===== src/sv/cpn_pkg.sv =====
// Shared constants and the beat type carried along the cell chain.
package cpn_pkg;

    localparam int SampleWidth  = 16;
    localparam int FractionBits = 15;
    localparam int OutBits      = FractionBits + 1;
    localparam int ProdWidth    = 2 * SampleWidth;
    localparam int MagWidth     = ProdWidth;
    localparam int RadWidth     = 2 * MagWidth;
    localparam int RemWidth     = MagWidth + 3;
    localparam int DivWidth     = MagWidth + 1;
    localparam int SqrtCells    = MagWidth;
    localparam int DivCells     = FractionBits + 1;

    typedef struct packed {
        logic                nre;
        logic                nim;
        logic [MagWidth-1:0] are;
        logic [MagWidth-1:0] aim;
        logic [RadWidth-1:0] rad;
        logic [RemWidth-1:0] rem;
        logic [MagWidth-1:0] root;
        logic [DivWidth-1:0] dre;
        logic [DivWidth-1:0] dim;
        logic [OutBits-1:0]  qre;
        logic [OutBits-1:0]  qim;
    } t_beat;

endpackage


===== src/sv/cpn_div_cell.sv =====
// Division cell: settles one quotient bit of both parts over the magnitude.
module cpn_div_cell (
    input  logic           i_clk,
    input  logic           i_rst_n,
    input  logic           i_valid,
    output logic           o_ready,
    input  cpn_pkg::t_beat i_beat,
    output logic           o_valid,
    input  logic           i_ready,
    output cpn_pkg::t_beat o_beat
);
    import cpn_pkg::*;

    logic                r_valid;
    t_beat               r_beat;
    t_beat               n_beat;
    logic [DivWidth-1:0] den;
    logic                bre, bim;
    logic [DivWidth-1:0] dre_s, dim_s;

    assign o_ready = !r_valid || i_ready;
    assign o_valid = r_valid;
    assign o_beat  = r_beat;

    assign den   = {1'b0, i_beat.root};
    assign bre   = i_beat.dre >= den;
    assign bim   = i_beat.dim >= den;
    assign dre_s = bre ? i_beat.dre - den : i_beat.dre;
    assign dim_s = bim ? i_beat.dim - den : i_beat.dim;

    always_comb begin
        n_beat     = i_beat;
        n_beat.dre = {dre_s[DivWidth-2:0], 1'b0};
        n_beat.dim = {dim_s[DivWidth-2:0], 1'b0};
        n_beat.qre = {i_beat.qre[OutBits-2:0], bre};
        n_beat.qim = {i_beat.qim[OutBits-2:0], bim};
    end

    always_ff @(posedge i_clk) begin
        if (!i_rst_n) begin
            r_valid <= 1'b0;
        end else if (o_ready) begin
            r_valid <= i_valid;
        end
    end

    always_ff @(posedge i_clk) begin
        if (o_ready && i_valid) begin
            r_beat <= n_beat;
        end
    end

endmodule


===== config.mk =====
export PLATFORM = sky130hd
export DESIGN_NAME = cpn_div_cell
export DESIGN_NICKNAME = d
export VERILOG_FILES = /design/src/sv/cpn_pkg.sv /design/src/sv/cpn_div_cell.sv
export SDC_FILE = /design/constraint.sdc
export NUM_CORES = 1
export LEC_CHECK = 0
export BUFFER_PORTS_ARGS = -buffer_cell sky130_fd_sc_hd__buf_2
export CAP_MARGIN = 10
export CORE_AREA = 2 2 232 234
export DETAILED_ROUTE_END_ITERATION = 7
export DIE_AREA = 0 0 234 236
export RECOVER_POWER = 100
export SYNTH_ARGS = -nofsm -noshare
export SYNTH_HDL_FRONTEND = slang
export SYNTH_SLANG_ARGS = --single-unit

===== constraint.sdc =====
create_clock -name i_clk -period 12.25 [get_ports i_clk]
set_input_delay 1.225 -clock i_clk [delete_from_list [all_inputs] [get_ports i_clk]]
set_output_delay 1.225 -clock i_clk [all_outputs]
set_load 0.01 [all_outputs]

Word-level counts from Yosys, hierarchy flattened:

Cells that the tools add are included.

* $add $sub $neg: 2
* order comparisons: 2
* reductions and logical operators: 3
* multiplexer cells: 2

Operators with widths (count)
* 33-bit by 32-bit greater-or-equal comparator with 1-bit output: 2
* 32-bit 2-to-1 mux: 2
* 32-bit subtractor: 2
* 1-bit logical AND: 1
* 1-bit zero test: 1
* 1-bit logical OR: 1

* word-level logic and storage cells: 21
* output and inout bits: 297
* register bits: 294
* bits of input ports: 299

Depth between registers and ports, before layout:

Gate-level depths: netlist (run 1).

* depth after elaboration: 3
* gate-level depth with buffers: 13
* depth with buffers taken out: 11

Worst setup path before layout (run 1):

OpenSTA, ideal clock, no wires.

* path type: input -> register
* start point: input port i_ready
* end point: register r_beat, in the netlist o_beat[0] (enable)
* stages on the path: 2
* setup time: 0.693 ns
* setup slack: 3.465 ns
* arrival: 8.092 ns
* required time: 11.557 ns
* cell sequence: nand2b_1 and2_1

* word-level cells in the longest chain between the ends: 2

RTL lines
* start, declared: line cpn_div_cell.sv:9 `input logic i_ready,`
* 1-bit logical OR: line cpn_div_cell.sv:21 `assign o_ready = !r_valid || i_ready;`
* 1-bit logical AND: line cpn_div_cell.sv:48 `if (o_ready && i_valid) begin`
* end signal, assigned: line cpn_div_cell.sv:49 `r_beat <= n_beat;`
* end, declared: line cpn_div_cell.sv:15 `t_beat r_beat;`

Every way passes these cells.
A chain may end at the register's enable or synchronous reset.

Final worst setup path (run 1):

* start point: input port i_ready
* end point: register r_beat, in the netlist o_beat[69] (enable)

Same word-level chain as after synthesis.

==> metrics.md, run 1 <==
| Metric | Value |
|---|---|
| Worst-path maximum fanout | `58` |
| Clk_skew | `0.01677 ns` |
| Count of flip-flops with a built-in enable after synthesis | `293` |
| Compound-Gate Fraction of Synth Area | `12.30%` |
| Total global routing overflow | `0` |
| Layout cells sized above 1 | `20.39%` |
| Slowest cell on the critical path | `clkbuf_1` |
| Detailed Route Iter0 Violations | `roughly 650` |
| Number of I/O port buffers | `between 500 and 600` |
| Synthesized-area fraction occupied by xor and xnor cells | `under 10%` |
| Floorplan die width | `234 um` |
| Last weighted congestion value of the routability-driven placer | `around 0.9` |
| Final setup violation count | `0` |
| Number of I/O pins | `596` |
| Worst slack on hold paths | `0.5445 ns` |
| Placement Rows | `85` |
| Net total in the final layout | `1930` |
| Proportion of netlist area held by the largest area contributor | `64.82%` |
| Simple-gate share of the synthesized area | `under 10%` |
| Result of the run | `finished with violations` |
| Period Utilization, post-route | `a little over half` |
| Time the worst path needs with I/O delays and setup | `6.540 ns` |
| Estimated wirelength of the detail-placed design | `43.81 mm` |
| Area of the multi-input gates | `4195 sq um` |
| Post-synthesis to final-layout area growth | `30.96%` |
| CP cell instances | `buf_2, nand2b_1, and2_0, clkbuf_1, buf_4` |
| Number of antenna violations at the first check in global routing | `13` |
| Number of buffers on the longest clock path | `3` |
| Number of global-route vias before repair | `10710` |
| Average wire per cell in the routed design | `23.42 um` |
| Wire length of the first global-routing pass | `between 70 and 80 mm` |
| Final Hold Violating Endpoints | `0` |
| Setup fix buffers added after clock tree synthesis | `0` |
| Final core utilization | `33.50%` |
| Maximum number of pins on one net before global-route repair | `73` |
| Overall routed net length | `53.68 mm` |
| Number of cell instances on the worst register-to-register path | `4` |
| Classification of the worst setup path | `in2reg` |
| Async S/R FF share, synth | `0%` |
| WP data required | `12.41 ns` |
| Detailed-router iteration count before antenna repair | `5` |
| Largest family of logic cells by synthesized area | `compound AO/OA/AOI/OAI gates` |
| Crit path arrival time | `between 6 and 7 ns` |
| Commonest cells after routing, fill and taps aside | `clkbuf_1 (342), edfxtp_1 (293), buf_2 (260)` |
| Warning count from the yosys run | `0` |
| Largest stage delay, worst path | `2.37 ns` |
| Footprint of the flip-flops and latches | `between 8000 and 9000 sq um` |
| GRT Total Usage | `18.57%` |
| Final-report max-slew violation count | `approximately 330` |
| Slew margin rel. | `-178.7%` |
| Via-to-Cell Ratio | `4.627` |
| Die Area | `55220 sq um` |
| Number of cells on the worst hold path | `2` |
| Area of all placed cells without fillers | `~18000 sq um` |
| Fraction of the mapped netlist area in adder cells | `under 10%` |
| Clock-pin transition on the worst setup and hold timing paths | `0.05 ns` |
| Starting utilization of the core area | `25.58%` |
| Pre-CTS worst setup slack | `slightly above 7 ns` |
| Vert. Die Dim | `236 um` |
| CTS Buf Count | `37` |
| Detailed-route via count | `approximately 11000` |
| Residual antenna-violating net count after detailed routing | `0` |
| FMAX | `152.9 MHz` |
| Mean instance size in the synthesized netlist | `between 10 and 15 sq um` |
| Number of H-tree levels | `2` |
| Top Family by Delay on Critical Path | `buffers and inverters` |
| Critical Path End Type | `flip-flop` |
| CTS Root Buffer Type | `clkbuf_16` |
| Clock tree from TritonCTS | `built` |
| Max-capacitance violation count | `6` |
| Setup repair after global routing missed its margin | `no` |
| Mux cell area share after synthesis | `between 3 and 4%` |
| Type of element launching the critical path | `input port` |
| Layout filler cell count | `5469` |
| Core area | `53070 sq um` |
| Post-synthesis register bit count | `294` |
| Hold/Removal Path Class | `reg2reg` |
| Number of buffers added to fix hold violations after cts | `0` |
| Area of the mapped netlist | `13570 sq um` |
| Commonest non-fill, non-tap cell in the layout | `clkbuf_1` |
| Cell type with the highest aggregate area in the netlist | `edfxtp_1` |
| Clk Latency, worst-skew pair | `0.54 ns` |
| Leakage power summed over all cells | `6.943 nW` |
| Failing checks | `max-capacitance violations, max-slew violations` |
| Prevailing post-synth register cell | `edfxtp_1` |
| Total number of cells along the worst setup path | `5` |
| Post-detailed-placement cell area | `between 15000 and 20000 sq um` |
| Number of distinct library cells after synthesis | `75` |
| Worst supply voltage drop on vdd | `0.08873 mV` |
| Proportion of synthesized chip area in sequential cells | `64.97%` |
| Clock Sinks | `294` |
| Buf/Inv on CP | `3` |
| Setup TNS | `0 ns` |
| Cells resized by post-CTS repair | `0` |
| Number of design rule violations left after detail routing | `0` |
| Power density over the cells | `~150 nW/um^2` |
| Pin slew with the least headroom to its limit | `about 4.2 ns` |
| Cells after synthesis | `962` |
| Final worst setup slack | `5.710 ns` |
| Area contributors post-synth | `edfxtp_1 (65%), ha_1 (5.9%), mux2_4 (3.0%)` |
-- Yosys cell counts, drive strengths merged, types with 3 or more instances --
cell and count:
nand4 15, o41ai 3, o31ai 8, xor2 20, and4 4, xnor2 26
mux2i 5, nor2 57, a2111oi 5, a21boi 6, and3 7, a21o 31
o21a 9, and2 5, o21bai 7, nand3 15, a211oi 7, a31oi 8
o211ai 6, ha 64, inv 51, edfxtp 293, o211a 8, a21oi 77
o21ai 39, nor3 13, mux2 28, nand2 51, nor2b 11, clkbuf 20
a31o 6, nor4 7, buf 12, o31a 3, a221o 3, nand2b 7
or3 3
-- registers in the layout, summed over array words and instances, names as in the netlist --
signal / cells
o_valid: 1
o_beat: 293
-- layer usage --
metal,up-vias,share of wire (%),GRT usage [%],wire length (um)
li1,4891,-,-,-
met1,5186,36,19.53,19120
met2,420,53,35.12,28500
met3,95,7.7,4.836,4108
met4,14,3.5,6.425,1855
met5,-,0.17,0,92
-- power by group --
group	internal (mW)	switching [mW]	total, mW
Sequential	1.21	0.0223	1.23
Combinational	0.168	0.293	0.461
Clock	0.601	0.433	1.03
-- stage by stage --
stage	std cells	power (mW)
after floorplan	963	1.557
after global placement	2222	1.755
after detailed placement	2222	1.757
after CTS	2285	2.813
after global routing	2287	2.847
final	2292	2.728
-- cell type report --
cell class                      count  area share [%]
Antenna cell                        7         0.09854
Timing Repair Buffer              595           14.42
Tap cell                          696           4.899
Sequential cell                   294           49.61
Clock inverter                     16          0.6335
Multi-Input combinational cell    586           23.60
Inverter                           51           1.084
Clock buffer                       47           5.659
-- kinds of logic after synthesis --
group / count (synthesis)
AND/OR/NAND/NOR: 200
buffers and inverters: 83
multiplexers: 33
flip-flops: 294
other: 1
XOR/XNOR: 46
adder cells (fa/ha/maj): 66
AO/OA/AOI/OAI: 239
-- final timing paths --
check / from / to / slack, ns
worst max-delay path: i_ready / o_beat[69]$_DFFE_PP_ / 5.71
worst min register to register: o_valid$_SDFFE_PN0N_ / o_valid$_SDFFE_PN0N_ / 0.54
worst max register to register: o_valid$_SDFFE_PN0N_ / o_beat[69]$_DFFE_PP_ / 6.19
worst min-delay path: o_valid$_SDFFE_PN0N_ / o_valid$_SDFFE_PN0N_ / 0.54
-- worst min-delay path, cell delays in order, from the launching register on --
cell and delay, ns:
dfxtp_1 0.31, nand2b_1 0.10, a21boi_0 0.09
Note: power is estimated with default switching activity, not from simulation.
==> run 2: changes to the inputs <==
--- a/config.mk
+++ b/config.mk
@@ -5,11 +5,12 @@
 export SDC_FILE = /design/constraint.sdc
 export NUM_CORES = 1
 export LEC_CHECK = 0
+export ABC_AREA = 1
 export BUFFER_PORTS_ARGS = -buffer_cell sky130_fd_sc_hd__buf_2
 export CAP_MARGIN = 10
-export CORE_AREA = 2 2 232 234
+export CORE_AREA = 2 2 233 235
 export DETAILED_ROUTE_END_ITERATION = 7
-export DIE_AREA = 0 0 234 236
+export DIE_AREA = 0 0 235 237
 export RECOVER_POWER = 100
 export SYNTH_ARGS = -nofsm -noshare
 export SYNTH_HDL_FRONTEND = slang
==> constraint.sdc (replaced) <==
create_clock -name i_clk -period 6.1 [get_ports i_clk]
set_input_delay 0.61 -clock i_clk [delete_from_list [all_inputs] [get_ports i_clk]]
set_output_delay 0.61 -clock i_clk [all_outputs]
set_load 0.01 [all_outputs]
==> metrics.md, run 2 <==
| Metric | Value |
|---|---|
| Result of the run | `finished with violations` |
| Failing checks | `max-capacitance violations, max-slew violations` |
| Detailed-router iteration count before antenna repair | `8` |
| Max reg flops | `293` |
| Last weighted congestion value of the routability-driven placer | `0.9274` |
| Power density over the cells | `287.6 nW/um^2` |
| Net total in the final layout | `2608` |
| FF-to-FF setup slack | `2.49 ns` |
| Most repeated cell in the gate-level netlist after synthesis | `nand2_1` |
| Type of element launching the critical path | `input port` |
| Clk Latency, worst-skew pair | `0.55 ns` |
| Residual antenna-violating net count after detailed routing | `0` |
| Layout cells sized above 1 | `14.17%` |
| Placement Rows | `85` |
| Number of I/O port buffers | `591` |
| Critical Path End Type | `flip-flop` |
| Commonest cells after routing, fill and taps aside | `nand2_1 (624), clkbuf_1 (352), inv_1 (296)` |
| Classification of the worst setup path | `in2reg` |
| Clk_skew | `between 0.015 and 0.02 ns` |
| Floorplan die width | `235 um` |
| Pin slew with the least headroom to its limit | `approximately 2.6 ns` |
| Cell count after placement | `~2900` |
| Start of the worst register-to-register path | `o_valid$_SDFFE_PN0N_` |
| Async S/R FF share, synth | `0%` |
| Overall routed net length | `66.58 mm` |
| Crit path arrival time | `4.10 ns` |
| Worst-path maximum fanout | `33` |
| Proportion of netlist area held by the largest area contributor | `about three fifths` |
| Post-synthesis register bit count | `just under 300` |
| Core area | `53280 sq um` |
| Cells after synthesis | `1634` |
| Number of design rule violations left after detail routing | `0` |
| Setup repair after global routing missed its margin | `no` |
| Final Hold Violating Endpoints | `0` |
| Clock Sinks | `294` |
| Setup fix buffers added after clock tree synthesis | `0` |
| Cell type with the highest aggregate area in the netlist | `edfxtp_1` |
| Average wire per cell in the routed design | `22.44 um` |
| GRT Total Usage | `23.46%` |
| Clock tree from TritonCTS | `built` |
| Maximum number of pins on one net before global-route repair | `161` |
| Detailed Route Iter0 Violations | `846` |
| Time the worst path needs with I/O delays and setup | `3.857 ns` |
| Warning count from the yosys run | `0` |
| Worst setup path end | `o_beat[49]$_DFFE_PP_` |
| Commonest non-fill, non-tap cell in the layout | `nand2_1` |
| Commonest cells post-synth | `nand2_1 (622), inv_1 (296), edfxtp_1 (293)` |
| Cells resized by post-CTS repair | `0` |
| Number of buffers on the longest clock path | `3` |
| Final-report max-slew violation count | `24` |
| Detailed-route via count | `13270` |
| Number of cell instances on the worst register-to-register path | `2` |
| Number of I/O pins | `596` |
| CTS Root Buffer Type | `clkbuf_16` |
| Number of buffers added to fix hold violations after cts | `0` |
| Total global routing overflow | `0` |
| Number of H-tree levels | `2` |
| Final setup violation count | `0` |
| Leakage power summed over all cells | `approximately 9.2 nW` |
| Period Utilization, post-route | `63.23%` |
| Vert. Die Dim | `237 um` |
| Post-route non-filler standard cell count | `2967` |
| CTS Buf Count | `35` |
| Estimated wirelength of the detail-placed design | `~56 mm` |
| Hold/Removal Path Class | `in2reg` |
| Number of antenna violations at the first check in global routing | `14` |
| Area contributors post-synth | `edfxtp_1 (58%), nand2_1 (15%), inv_1 (7.4%)` |
| Number of global-route vias before repair | `13400` |
| Mean instance size in the synthesized netlist | `between 9 and 10 sq um` |
| WP data required | `between 6 and 7 ns` |
| Count of flip-flops with a built-in enable after synthesis | `293` |
| Clock-pin transition on the worst setup and hold timing paths | `0.06 ns` |
| Proportion of synthesized chip area in sequential cells | `58.40%` |
| Starting utilization of the core area | `28.34%` |
| Capturing point of the worst reg2reg path | `o_beat[66]$_DFFE_PP_` |
| Die Area | `55700 sq um` |
| Worst supply voltage drop on vdd | `roughly 0.17 mV` |
| Setup TNS | `0 ns` |
| Prevailing post-synth register cell | `edfxtp_1` |
| FMAX | `259.3 MHz` |
| Wire length of the first global-routing pass | `approximately 94 mm` |
| Number of distinct library cells after synthesis | `30` |
| Post-synthesis to final-layout area growth | `28.98%` |
| First element of the critical path | `i_beat[121]` |
| Slew margin rel. | `-76.22%` |
| Via-to-Cell Ratio | `4.471` |
| Area of the mapped netlist | `15100 sq um` |
| Max-capacitance violation count | `1` |
-- run 2: changes by cell type after synthesis, moves of 24 or more --
cell / change
mux2_4: -27
xnor2_1: -24
nand3_1: +105
a21o_1: -31
o21ai_0: -37
a21oi_1: -35
inv_1: +247
nand2_1: +571
-- run 2: how the worst min path moves through the flow --
stage	startpoint	to	slack, ns	cells past startpoint
4_1_cts	i_beat[141]	o_beat[141]$_DFFE_PP_	0.19	1
3_5_place_dp	o_valid$_SDFFE_PN0N_	o_valid$_SDFFE_PN0N_	0.59	2
3_3_place_gp	o_valid$_SDFFE_PN0N_	o_valid$_SDFFE_PN0N_	0.54	2
5_1_grt	i_beat[246]	o_beat[246]$_DFFE_PP_	0.20	1
6_report	i_beat[201]	o_beat[201]$_DFFE_PP_	0.23	1
2_1_floorplan	o_valid$_SDFFE_PN0N_	o_valid$_SDFFE_PN0N_	0.63	2
-- run 2: worst max-delay path, cell delays in order --
cell and delay [ns]:
clkbuf_1 0.20, inv_1 0.14, ha_1 0.37, nand2_1 0.16
nor2_1 0.10, nand2_1 0.09, nor2_1 0.05, nand3_1 0.10
nand3_1 0.14, nor2_4 0.68, nand2_1 0.96, nand2_1 0.28
nand2_1 0.19
-- run 2: area by class of cell --
class / instances / area [sq um]
Multi-Input combinational cell: 1022 / 4970
Fill cell: 5633 / 33810
Clock inverter: 20 / 230.2
Tap cell: 696 / 870.8
Sequential cell: 294 / 8818
Timing Repair Buffer: 593 / 2564
Inverter: 297 / 1115
Antenna cell: 5 / 12.51
Clock buffer: 40 / 894.6
-- run 2: routing by layer --
layer / GRT usage, % / vias to the layer above / wire length (um)
li1: - / 6432 / -
met1: 26.75 / 6241 / 25400
met2: 43.09 / 488 / 34530
met4: 9.283 / 8 / 2787
met5: 0 / - / 53
met3: 4.383 / 97 / 3807
-- run 2: logic make-up after synthesis --
kind of cell | after synthesis | synth area share [%]
AOI/OAI and AO/OA | 46 | 1.608
DFF | 294 | 58.40
adders and majority gates | 66 | 5.568
xor gates and xnor gates | 28 | 1.624
and+or+nand+nor | 880 | 24.36
buffers and inverters | 319 | 8.411
other | 1 | 0.02484
-- run 2: where the power goes --
| group | internal (mW) | switching (mW) |
|---|---|---|
| Clock | 1.23 | 0.868 |
| Combinational | 0.321 | 0.721 |
| Sequential | 2.42 | 0.0484 |
-- run 2: through the flow --
stage               hold slack [ns]  total power, mW  utilization, %  area (sq um)  setup WS, ns
floorplan                    0.6304            3.109               -         15110       0.06385
finish                       0.2324            5.601           36.55         19470         2.243
global route                 0.2000            5.870           36.53         19460         1.976
global placement             0.5413            3.597           35.34         18830         2.618
detailed placement           0.5856            3.599           35.34         18830         2.568
CTS                          0.1911            5.730           37.45         19950         3.173
==> run 3: changes to the inputs <==
--- a/config.mk
+++ b/config.mk
@@ -8,9 +8,9 @@
 export ABC_AREA = 1
 export BUFFER_PORTS_ARGS = -buffer_cell sky130_fd_sc_hd__buf_2
 export CAP_MARGIN = 10
-export CORE_AREA = 2 2 233 235
+export CORE_AREA = 2 2 229 231
 export DETAILED_ROUTE_END_ITERATION = 7
-export DIE_AREA = 0 0 235 237
+export DIE_AREA = 0 0 231 233
 export RECOVER_POWER = 100
 export SYNTH_ARGS = -nofsm -noshare
 export SYNTH_HDL_FRONTEND = slang
==> constraint.sdc (replaced) <==
create_clock -name i_clk -period 3.3 [get_ports i_clk]
set_input_delay 0.33 -clock i_clk [delete_from_list [all_inputs] [get_ports i_clk]]
set_output_delay 0.33 -clock i_clk [all_outputs]
set_load 0.01 [all_outputs]
==> metrics.md, run 3 (same netlist as run 2, synthesis figures left out) <==
| Metric | Value |
|---|---|
| Overall routed net length | `69.40 mm` |
| Number of design rule violations left after detail routing | `0` |
| Wire length of the first global-routing pass | `approximately 100 mm` |
| Clk_skew | `0.01038 ns` |
| Commonest cells after routing, fill and taps aside | `nand2_1 (622), clkbuf_1 (370), inv_1 (296)` |
| Buf/Inv on CP | `2` |
| Final setup violation count | `0` |
| Die Area | `53820 sq um` |
| Sequential Power Share | `42.1%` |
| WP data required | `3.52 ns` |
| Top Family by Delay on Critical Path | `buffers and inverters` |
| Type of element launching the critical path | `flip-flop` |
| CTS Root Buffer Type | `clkbuf_16` |
| Detailed Route Iter0 Violations | `852` |
| Cells resized by post-CTS repair | `0` |
| Combinational fraction of design power | `20.2%` |
| Layout cells sized above 1 | `12.66%` |
| Classification of the worst setup path | `reg2reg` |
| Pin slew with the least headroom to its limit | `1.200 ns` |
| Crit path arrival time | `3.11 ns` |
| Clock tree from TritonCTS | `built` |
| Max reg flops | `293` |
| FMAX | `between 300 and 400 MHz` |
| Final worst setup slack | `0.4070 ns` |
| Via-to-Cell Ratio | `~4.5` |
| Clock-pin transition on the worst setup and hold timing paths | `approximately 0.060 ns` |
| Final core utilization | `42.74%` |
| Slowest cell on the critical path | `a21oi_1` |
| Cell-internal power | `approximately 7.6 mW` |
| CTS Buf Count | `37` |
| Final-report max-slew violation count | `0` |
| Net total in the final layout | `about 2800` |
| Post-synthesis to final-layout area growth | `44.64%` |
| Area of all placed cells without fillers | `approximately 22000 sq um` |
| Result of the run | `complete, no violations` |
| Number of global-route vias before repair | `roughly 14000` |
| Power density over the cells | `495.3 nW/um^2` |
| Number of antenna violations at the first check in global routing | `8` |
| Final Hold Violating Endpoints | `0` |
| CP cell instances | `a21oi_1, clkbuf_2, buf_4` |
| Detailed-route via count | `14310` |
| Maximum number of pins on one net before global-route repair | `107` |
| Net load switching power | `3.211 mW` |
| Number of I/O pins | `596` |
| Slew margin rel. | `20.01%` |
| Estimated wirelength of the detail-placed design | `~56 mm` |
| Vert. Die Dim | `approximately 230 um` |
| Residual antenna-violating net count after detailed routing | `0` |
| Worst-path maximum fanout | `31` |
| Number of H-tree levels | `2` |
| Clock share of power | `a little under two fifths` |
| Starting utilization of the core area | `between 20% and 30%` |
| Placement Rows | `83` |
| GRT Total Usage | `25.26%` |
| Largest stage delay, worst path | `0.92 ns` |
| Commonest non-fill, non-tap cell in the layout | `nand2_1` |
| Setup repair after global routing missed its margin | `no` |
| Critical Path End Type | `flip-flop` |
| Leakage power summed over all cells | `10.17 nW` |
| Worst supply voltage drop on vdd | `about 0.37 mV` |
| Detailed-router iteration count before antenna repair | `5` |
| Clk Latency, worst-skew pair | `0.55 ns` |
| Max-capacitance violation count | `0` |
| Time the worst path needs with I/O delays and setup | `2.893 ns` |
| Pre-CTS worst setup slack | `between 0.5 and 0.6 ns` |
| Number of I/O port buffers | `591` |
| Number of buffers on the longest clock path | `3` |
| Switch share | `between 20 and 30%` |
| Total global routing overflow | `0` |
| Hold/Removal Path Class | `in2reg` |
| Post-detailed-placement cell area | `between 15000 and 20000 sq um` |
| Average wire per cell in the routed design | `21.77 um` |
| Clock Sinks | `294` |
| Last weighted congestion value of the routability-driven placer | `approximately 0.95` |
| Core area | `51090 sq um` |
| Period Utilization, post-route | `87.67%` |
| Floorplan die width | `231 um` |
==> run 3: cell count changes in the layout (fill, tap and decap cells not counted), sizes merged, moves of 2 or more <==
cell         previous run  this run
dlygate4sd3             0       224
clkbuf                387       410
buf                   246       236
inv                   297       301
clkinvlp                3         1
==> run 3: final cells by class <==
| class | count | area (sq um) |
|---|---|---|
| fillers | 5240 | 29250 |
| well taps | 680 | 850.8 |
| multi-input cells | 1022 | 4991 |
| clock inverters | 20 | 216.5 |
| flip-flops and latches | 294 | 8818 |
| repair buffers | 826 | 4862 |
| inverters | 297 | 1115 |
| diodes | 5 | 12.51 |
| clock buffers | 44 | 973.4 |
==> run 3: power by group through the flow <==
stage                     logic, mW  clock network, mW  registers [mW]
after floorplan               0.959                  0            4.79
after global routing           2.40               4.32            4.58
final                          2.18               4.08            4.55
after CTS                      2.28               4.19            4.55
after detailed placement       2.04                  0            4.62
after global placement         2.03                  0            4.62
==> run 3: through the flow <==
| step | power, mW | setup TNS (ns) | cells | hold slack [ns] |
|---|---|---|---|---|
| finish | 10.82 | 0 | 3188 | 0.04916 |
| global route | 11.30 | 0 | 3186 | 0.01946 |
| CTS | 11.01 | 0 | 3182 | 0.0001793 |
| detailed placement | 6.659 | 0 | 2895 | 0.5081 |
| global placement | 6.651 | 0 | 2895 | 0.5070 |
| floorplan | 5.748 | -706.08 | 1635 | 0.4289 |
==> run 3: routing by layer <==
layer	GRT usage, %	vias up	share of wire [%]
met2	45.87	545	51
li1	-	6896	-
met1	29.39	6764	39
met5	0	-	0.029
met4	10.24	4	3.9
met3	4.338	105	5.8
==> run 3: timing repair <==
item                       4_1_cts  5_1_grt
setup endpoints to repair        0        0
hold buffers                   223        1
setup buffers                    0        0
hold endpoints to repair       223        1
==> run 3: path summary, 6_finish.rpt <==
kind	end	cells after the start	startpoint	slack, ns
max	o_beat[286]$_DFFE_PP_	3	o_valid$_SDFFE_PN0N_	0.41
min	o_valid$_SDFFE_PN0N_	2	i_rst_n	0.05
max reg2reg	o_beat[286]$_DFFE_PP_	3	o_valid$_SDFFE_PN0N_	0.41
min reg2reg	o_valid$_SDFFE_PN0N_	2	o_valid$_SDFFE_PN0N_	0.55
